`config.mk`:
```
export PLATFORM = sky130hd
export DESIGN_NAME = bpa_ctrl
export DESIGN_NICKNAME = d
export VERILOG_FILES = /design/src/assert_macros.svh /design/src/bpa_pkg.sv /design/src/bpa_ctrl.sv
export SDC_FILE = /design/constraint.sdc
export NUM_CORES = 1
export LEC_CHECK = 0
export ABC_AREA = 1
export ABC_CLOCK_PERIOD_IN_PS = 3150
export BUFFER_PORTS_ARGS = -buffer_cell sky130_fd_sc_hd__buf_4
export CAP_MARGIN = 30
export CORE_AREA = 3 3 40 42
export CTS_BUF_LIST = sky130_fd_sc_hd__clkbuf_4 sky130_fd_sc_hd__clkbuf_8
export CTS_CLUSTER_DIAMETER = 50
export DETAILED_ROUTE_END_ITERATION = 8
export DIE_AREA = 0 0 43 45
export PLACE_DENSITY = 0.74
export SYNTH_ARGS = -nofsm -noshare
export SYNTH_HDL_FRONTEND = slang
export SYNTH_SLANG_ARGS = --single-unit
```
`constraint.sdc`:
```
create_clock -name clk_i -period 3.15 [get_ports clk_i]
set_input_delay 0.7875 -clock clk_i [delete_from_list [all_inputs] [get_ports clk_i]]
set_output_delay 0.7875 -clock clk_i [all_outputs]
set_load 0.02 [all_outputs]
```
`src/assert_macros.svh`:
```
// assertion macros shared by the rtl
`ifndef ASSERT_MACROS_SVH
`define ASSERT_MACROS_SVH

// same-cycle implication, checked at every rising clock edge out of reset
`define BPA_ASSERT_NOW(lbl, ante, cons, msg) \
  lbl: assert property (@(posedge clk_i) disable iff (!rst_ni) (ante) |-> (cons)) \
    else $error(msg);

// next-cycle implication
`define BPA_ASSERT_NEXT(lbl, ante, cons, msg) \
  lbl: assert property (@(posedge clk_i) disable iff (!rst_ni) (ante) |=> (cons)) \
    else $error(msg);

`endif

```
`src/bpa_pkg.sv`:
```
// ----------------------------------------------------------------------------
// bpa_pkg
// shared widths, sequencer steps and the command/status bundles
// ----------------------------------------------------------------------------
package bpa_pkg;

  localparam int unsigned PAGES     = 4096;
  localparam int unsigned IDX_W     = 12;
  localparam int unsigned ORD_W     = 4;
  localparam int unsigned CNT_W     = 13;
  localparam int unsigned TOP_ORDER = 10;
  localparam int unsigned NUM_LISTS = TOP_ORDER + 1;

  localparam logic [ORD_W-1:0] TOP_ORD = ORD_W'(TOP_ORDER);

  // action codes
  localparam logic ACT_ALLOC = 1'b0;
  localparam logic ACT_FREE  = 1'b1;

  typedef enum logic [4:0] {
    S_CLEAR,
    S_IDLE,
    S_START,
    S_REM,
    S_REM_RD,
    S_REM_WR,
    S_SPLIT,
    S_PUSH,
    S_PUSH_RD,
    S_PUSH_WR,
    S_A_FIN,
    S_FAIL,
    S_F_RD,
    S_F_LOOP,
    S_F_CHK,
    S_F_MERGE,
    S_DONE
  } bpa_state_e;

  typedef struct packed {
    logic             taken;
    logic [ORD_W-1:0] order;
  } bpa_meta_t;

  typedef struct packed {
    bpa_state_e step;
    logic       in_ready;
  } bpa_cmd_t;

  typedef struct packed {
    logic act;        // current item is a free
    logic req_bad;    // requested order above the top list
    logic found;      // some list at or above the request holds a block
    logic pidx_oob;   // freed page outside the pool
    logic cnt_zero;   // list of the current order is empty
    logic cnt_one;    // list of the current order holds one block
    logic split_more; // split has not reached the requested order
    logic split_in;   // upper half of the split lies inside the pool
    logic buddy_ok;   // merge buddy exists and lies inside the pool
    logic merge_ok;   // buddy is free at the same order
    logic out_free;   // result register can take a new result
    logic clr_last;   // last entry of the clearing pass
  } bpa_status_t;

endpackage

```
`src/bpa_ctrl.sv`:
```
// ----------------------------------------------------------------------------
// bpa_ctrl
// sequencer that steps the datapath through alloc, free, split and merge
// ----------------------------------------------------------------------------
module bpa_ctrl (
  input  logic              clk_i,
  input  logic              rst_ni,
  input  logic              in_valid_i,
  input  bpa_pkg::bpa_status_t status_i,
  output bpa_pkg::bpa_cmd_t    cmd_o
);
  import bpa_pkg::*;

  bpa_state_e state_q, state_d;
  bpa_state_e ret_rem, ret_push;

  always_ff @(posedge clk_i or negedge rst_ni) begin
    if (!rst_ni) begin
      state_q <= S_CLEAR;
    end else begin
      state_q <= state_d;
    end
  end

  // where a list remove or push returns to
  assign ret_rem  = status_i.act ? S_F_MERGE : S_SPLIT;
  assign ret_push = status_i.act ? S_DONE : S_SPLIT;

  always_comb begin
    state_d = state_q;
    case (state_q)
      S_CLEAR:   if (status_i.clr_last) state_d = S_IDLE;
      S_IDLE:    if (in_valid_i) state_d = S_START;
      S_START: begin
        if (status_i.act) begin
          state_d = status_i.pidx_oob ? S_FAIL : S_F_RD;
        end else begin
          state_d = (status_i.req_bad || !status_i.found) ? S_FAIL : S_REM;
        end
      end
      S_REM:     state_d = (status_i.cnt_zero || status_i.cnt_one) ? ret_rem : S_REM_RD;
      S_REM_RD:  state_d = S_REM_WR;
      S_REM_WR:  state_d = ret_rem;
      S_SPLIT: begin
        if (!status_i.split_more) begin
          state_d = S_A_FIN;
        end else if (status_i.split_in) begin
          state_d = S_PUSH;
        end
      end
      S_PUSH:    state_d = status_i.cnt_zero ? ret_push : S_PUSH_RD;
      S_PUSH_RD: state_d = S_PUSH_WR;
      S_PUSH_WR: state_d = ret_push;
      S_A_FIN:   state_d = S_DONE;
      S_FAIL:    state_d = S_DONE;
      S_F_RD:    state_d = S_F_LOOP;
      S_F_LOOP:  state_d = status_i.buddy_ok ? S_F_CHK : S_PUSH;
      S_F_CHK:   state_d = status_i.merge_ok ? S_REM : S_PUSH;
      S_F_MERGE: state_d = S_F_LOOP;
      S_DONE:    if (status_i.out_free) state_d = S_IDLE;
      default:   state_d = S_IDLE;
    endcase
  end

  always_comb begin
    cmd_o.step     = state_q;
    cmd_o.in_ready = (state_q == S_IDLE);
  end

endmodule

```
* Yosys cells after proc, flatten, opt, wreduce, memory -nomap -nowiden
Cells that the tools add are included.
** Operators by class
- Muxes and demuxes :: 15
- Reductions and logical operators :: 7
- Equal/unequal tests :: 20
** Operators by type and width (count)
- one-hot mux 5 bit (15 select lines) :: 1
- == test 5 x 4 -> 1 bit, second input constant :: 8
- 2-to-1 mux 5 bit :: 7
- == test 5 x 3 -> 1 bit, second input constant :: 4
- 2-to-1 mux 4 bit :: 5
- == test 5 x 2 -> 1 bit, second input constant :: 2
- 2-to-1 mux 3 bit :: 2
- inequality test 2 bit, second input constant :: 3
- == test 5 x 1 -> 1 bit, second input constant :: 1
- == test 5 bit, second input constant :: 1
- zero test 5 bit :: 1
- AND reduction 4 bit :: 1
- OR reduction 2 bit :: 2
- inequality test 3 bit, second input constant :: 1
- logical OR 1 bit :: 2
- zero test 1 bit :: 1
** Word-level totals
- Bits of input ports :: 15
- Logic and storage cells :: 43
- Register bits after elaboration :: 5

* Depth between registers and ports, before layout
- Word-level depth :: 5
- Depth in mapped cells :: 10

* Worst setup path before layout
No wires, ideal clock.
- Path type :: flip-flop to output port
- Start :: reg state_q[2]
- End :: out cmd_o[0] (netlist bit)
- Data required time :: 2362 ps
- Arrival :: 1033 ps
- Stages on the path, launching flop included :: 4
- Path slack :: 1330 ps
- Path through :: dfrtp_1 > nor2_2 > nand2_1 > nor2_2
** RTL lines
- from (decl) :: RTL line bpa_ctrl.sv:14 : bpa_state_e state_q, state_d;
- from (signal assigned) :: RTL line bpa_ctrl.sv:21 : state_q <= state_d;
- to (decl) :: RTL line bpa_ctrl.sv:10 : output bpa_pkg::bpa_cmd_t cmd_o

==> impl_metrics.tcl <==
set metrics [dict create \
    timing.final.crit_period_ps 2120 \
    drc 0 \
    start_util_pct 47.5 \
    p_int_w 0.000325 \
    clkSinkCount 5 \
    ys.flop_type "dfrtp_1" \
    synth_area_leaders "dfrtp_1 (20%), nand2_1 (14%), nor2_1 (10%)" \
    combPwrFrac_pct 69.4 \
    drt_iter0_drc 45 \
    yosys.area.top_type "dfrtp_1" \
    area_delta_synth_final_pct 31.4 \
    n_antenna_cell 0 \
    tns_ps 0 \
    tightest_slew_ps 402 \
    avgSynthCellArea_sq_um 5.93 \
    crit_top_cell "nor2_2" \
    yosys_warnings 0 \
    fin_nets 142 \
    clkPwrFrac_pct 10.0 \
    ys_seq_area_share_pct 20.5 \
    synth.distinct_cells 22 \
    whs_ps 328 \
    hold_violations 0 \
    antenna_left 0 \
    p_leak_nw 0.438 \
    clkLatencyLatePin_ps 250 \
    first_pass_iters 4 \
    vdd_drop_max_v 0.000610 \
    io_buffers 20 \
    setup_viol 0 \
    cts_root_buf "clkbuf_4" \
    fp.dieW_microns 43 \
    cp_data_required_time_ps 2360 \
    maxSlewViolCount 0 \
    sw_frac_of_total_pct 56.8 \
    power_density_nw_per_um2 940 \
    syn_nets 118 \
    synth_edf_count 0 \
    critical_path_arrival_ps 1330 \
    drt-total-wl_mm 1.71 \
    largest_register_ffs 5 \
    drv_cap 0 \
    routedWlPerCell_microns 12.1 \
    grtUsageTotal_pct 19.5 \
    finalCritPeriodShare_pct 67.4 \
    grt_max_degree 9 \
    core_area_sq_um 1280 \
    reg_top3 "state_q x5" \
    via_count 759 \
    synth-async-reset-ratio_pct 100 \
    antenna_found_initial 0 \
    postCtsHoldBufs 0 \
    synth_area_sq_um 611 \
    slew_headroom_pct 73.2 \
    viasPerCell 5.38 \
    rsz0062_at_grt "no" \
    status "finished, final reports clean" \
    cts-htree-levels 1 \
    final_common_cell "nand2_1" \
    synthCells 103 \
    cts_tree "yes" \
    fp.dieArea_sq_um 1940 \
    finalClockSkew_ps 3.63 \
    worstSetupPathType "flop to primary output" \
    cts_setup_buffers 0 \
    worstPathMaxFanout 5 \
    cts_resized 0 \
    globalplace.congestion 0.962 \
    synth.ff_latch_count 5 \
    path_cells "nor2_2, nand2_1, nor2_2, buf_4" \
    cp_slowest_cell "dfrtp_1" \
    max_freq_mhz 471 \
    hp-class "input port to asynchronous set/reset pin" \
    ios 21 \
    switchingPower_w 0.000429 \
    fp.dieH_microns 45 \
    netlist.area_leader.share_pct 20.5 \
    dp_hpwl_mm 1.45 \
    clk_path_buf_depth 2 \
    num_rows 13 \
    grt_pass1_wl_mm 2.82 \
    final_cell_mix "nand2_1 (22), buf_4 (20), nor2_1 (17)" \
    grt_pass1_vias 693 \
    numCtsBuffers 3 \
    top_register "state_q" \
    grt-ovfl-total 0 \
    drive_gt1_share_pct 34.1 \
    clk_pin_slew_ps 50 \
    p_seq_share_pct 20.6 \
    cp_slowest_stage_delay_ps 420 \
    critical_path.startpoint_type "flop" \
    end_kind "primary output" \
]
-- path summary, 6_finish.rpt --
kind	start	end	slack, ps	depth (start not counted)
min	rst_ni	state_q[3]$_DFFE_PN0P_	330	1
max	state_q[2]$_DFFE_PN0P_	cmd_o[0]	1030	4
min in group clk_i	state_q[3]$_DFFE_PN0P_	state_q[2]$_DFFE_PN0P_	700	3
min reg2reg	state_q[3]$_DFFE_PN0P_	state_q[2]$_DFFE_PN0P_	700	3
max reg2reg	state_q[0]$_DFFE_PN0P_	state_q[1]$_DFFE_PN0P_	1690	9
max in group asynchronous	rst_ni	state_q[0]$_DFFE_PN0P_	2710	1
-- power groups by stage --
stage	Combinational, W	Sequential [W]	Clock (W)
4_1_cts	0.000521	0.000153	0.0000776
6_report	0.000523	0.000155	0.0000753
3_5_place_dp	0.000519	0.000154	0
5_1_grt	0.000574	0.000161	0.0000848
2_1_floorplan	0.000332	0.000181	0
3_3_place_gp	0.000513	0.000153	0
-- final cells by class --
type | count | area [sq um]
multi-input combinational | 82 | 424
fill | 138 | 483
tap | 15 | 18.8
sequential | 5 | 125
inverter | 15 | 56.3
timing repair buffer | 20 | 150
clock buffer | 3 | 22.5
clock inverter | 1 | 5.00
-- per-stage QoR --
stage	instance area, sq um	std cells	total power (W)	util, %	worst slack, ps
finish	802	141	0.000754	62.4	1030
global route	802	141	0.000820	62.4	927
CTS	802	141	0.000752	62.4	1040
detailed placement	774	137	0.000673	60.3	1310
global placement	774	137	0.000666	60.3	1340
floorplan	611	103	0.000514	-	1330
-- critical path, delay by kind of cell, from the launching register on --
kind                   cells  cell delay (ps)
buffers and inverters      1              150
flip-flops                 1              420
AND/OR/NAND/NOR            3              500
-- synth_stat cells (3+ instances only) --
master and number:
nand3_1 8, inv_1 10, nand4_1 3, a21oi_1 5
nor2_1 17, inv_2 5, o21ai_0 3, dfrtp_1 5
nand2_2 4, nor2_2 6, nand2_1 22
-- metal layers --
layer	wire length, microns	part of all wire, %	track usage [%]	up-vias
met1	704	41	26.8	328
met3	154	9.0	4.78	2
li1	-	-	-	383
met5	0	0	0	-
met2	830	48	30.5	46
met4	24	1.4	6.02	0
-- logic make-up (layout without fill, tap and decap cells) --
group	count (synthesis)	in the layout	share of synthesized area [%]
DFF	5	5	20.5
and+or+nand+nor	66	66	53.7
buffers and inverters	16	39	10.0
AOI/OAI and AO/OA	16	16	15.8
(Power assumes the default switching activity.)
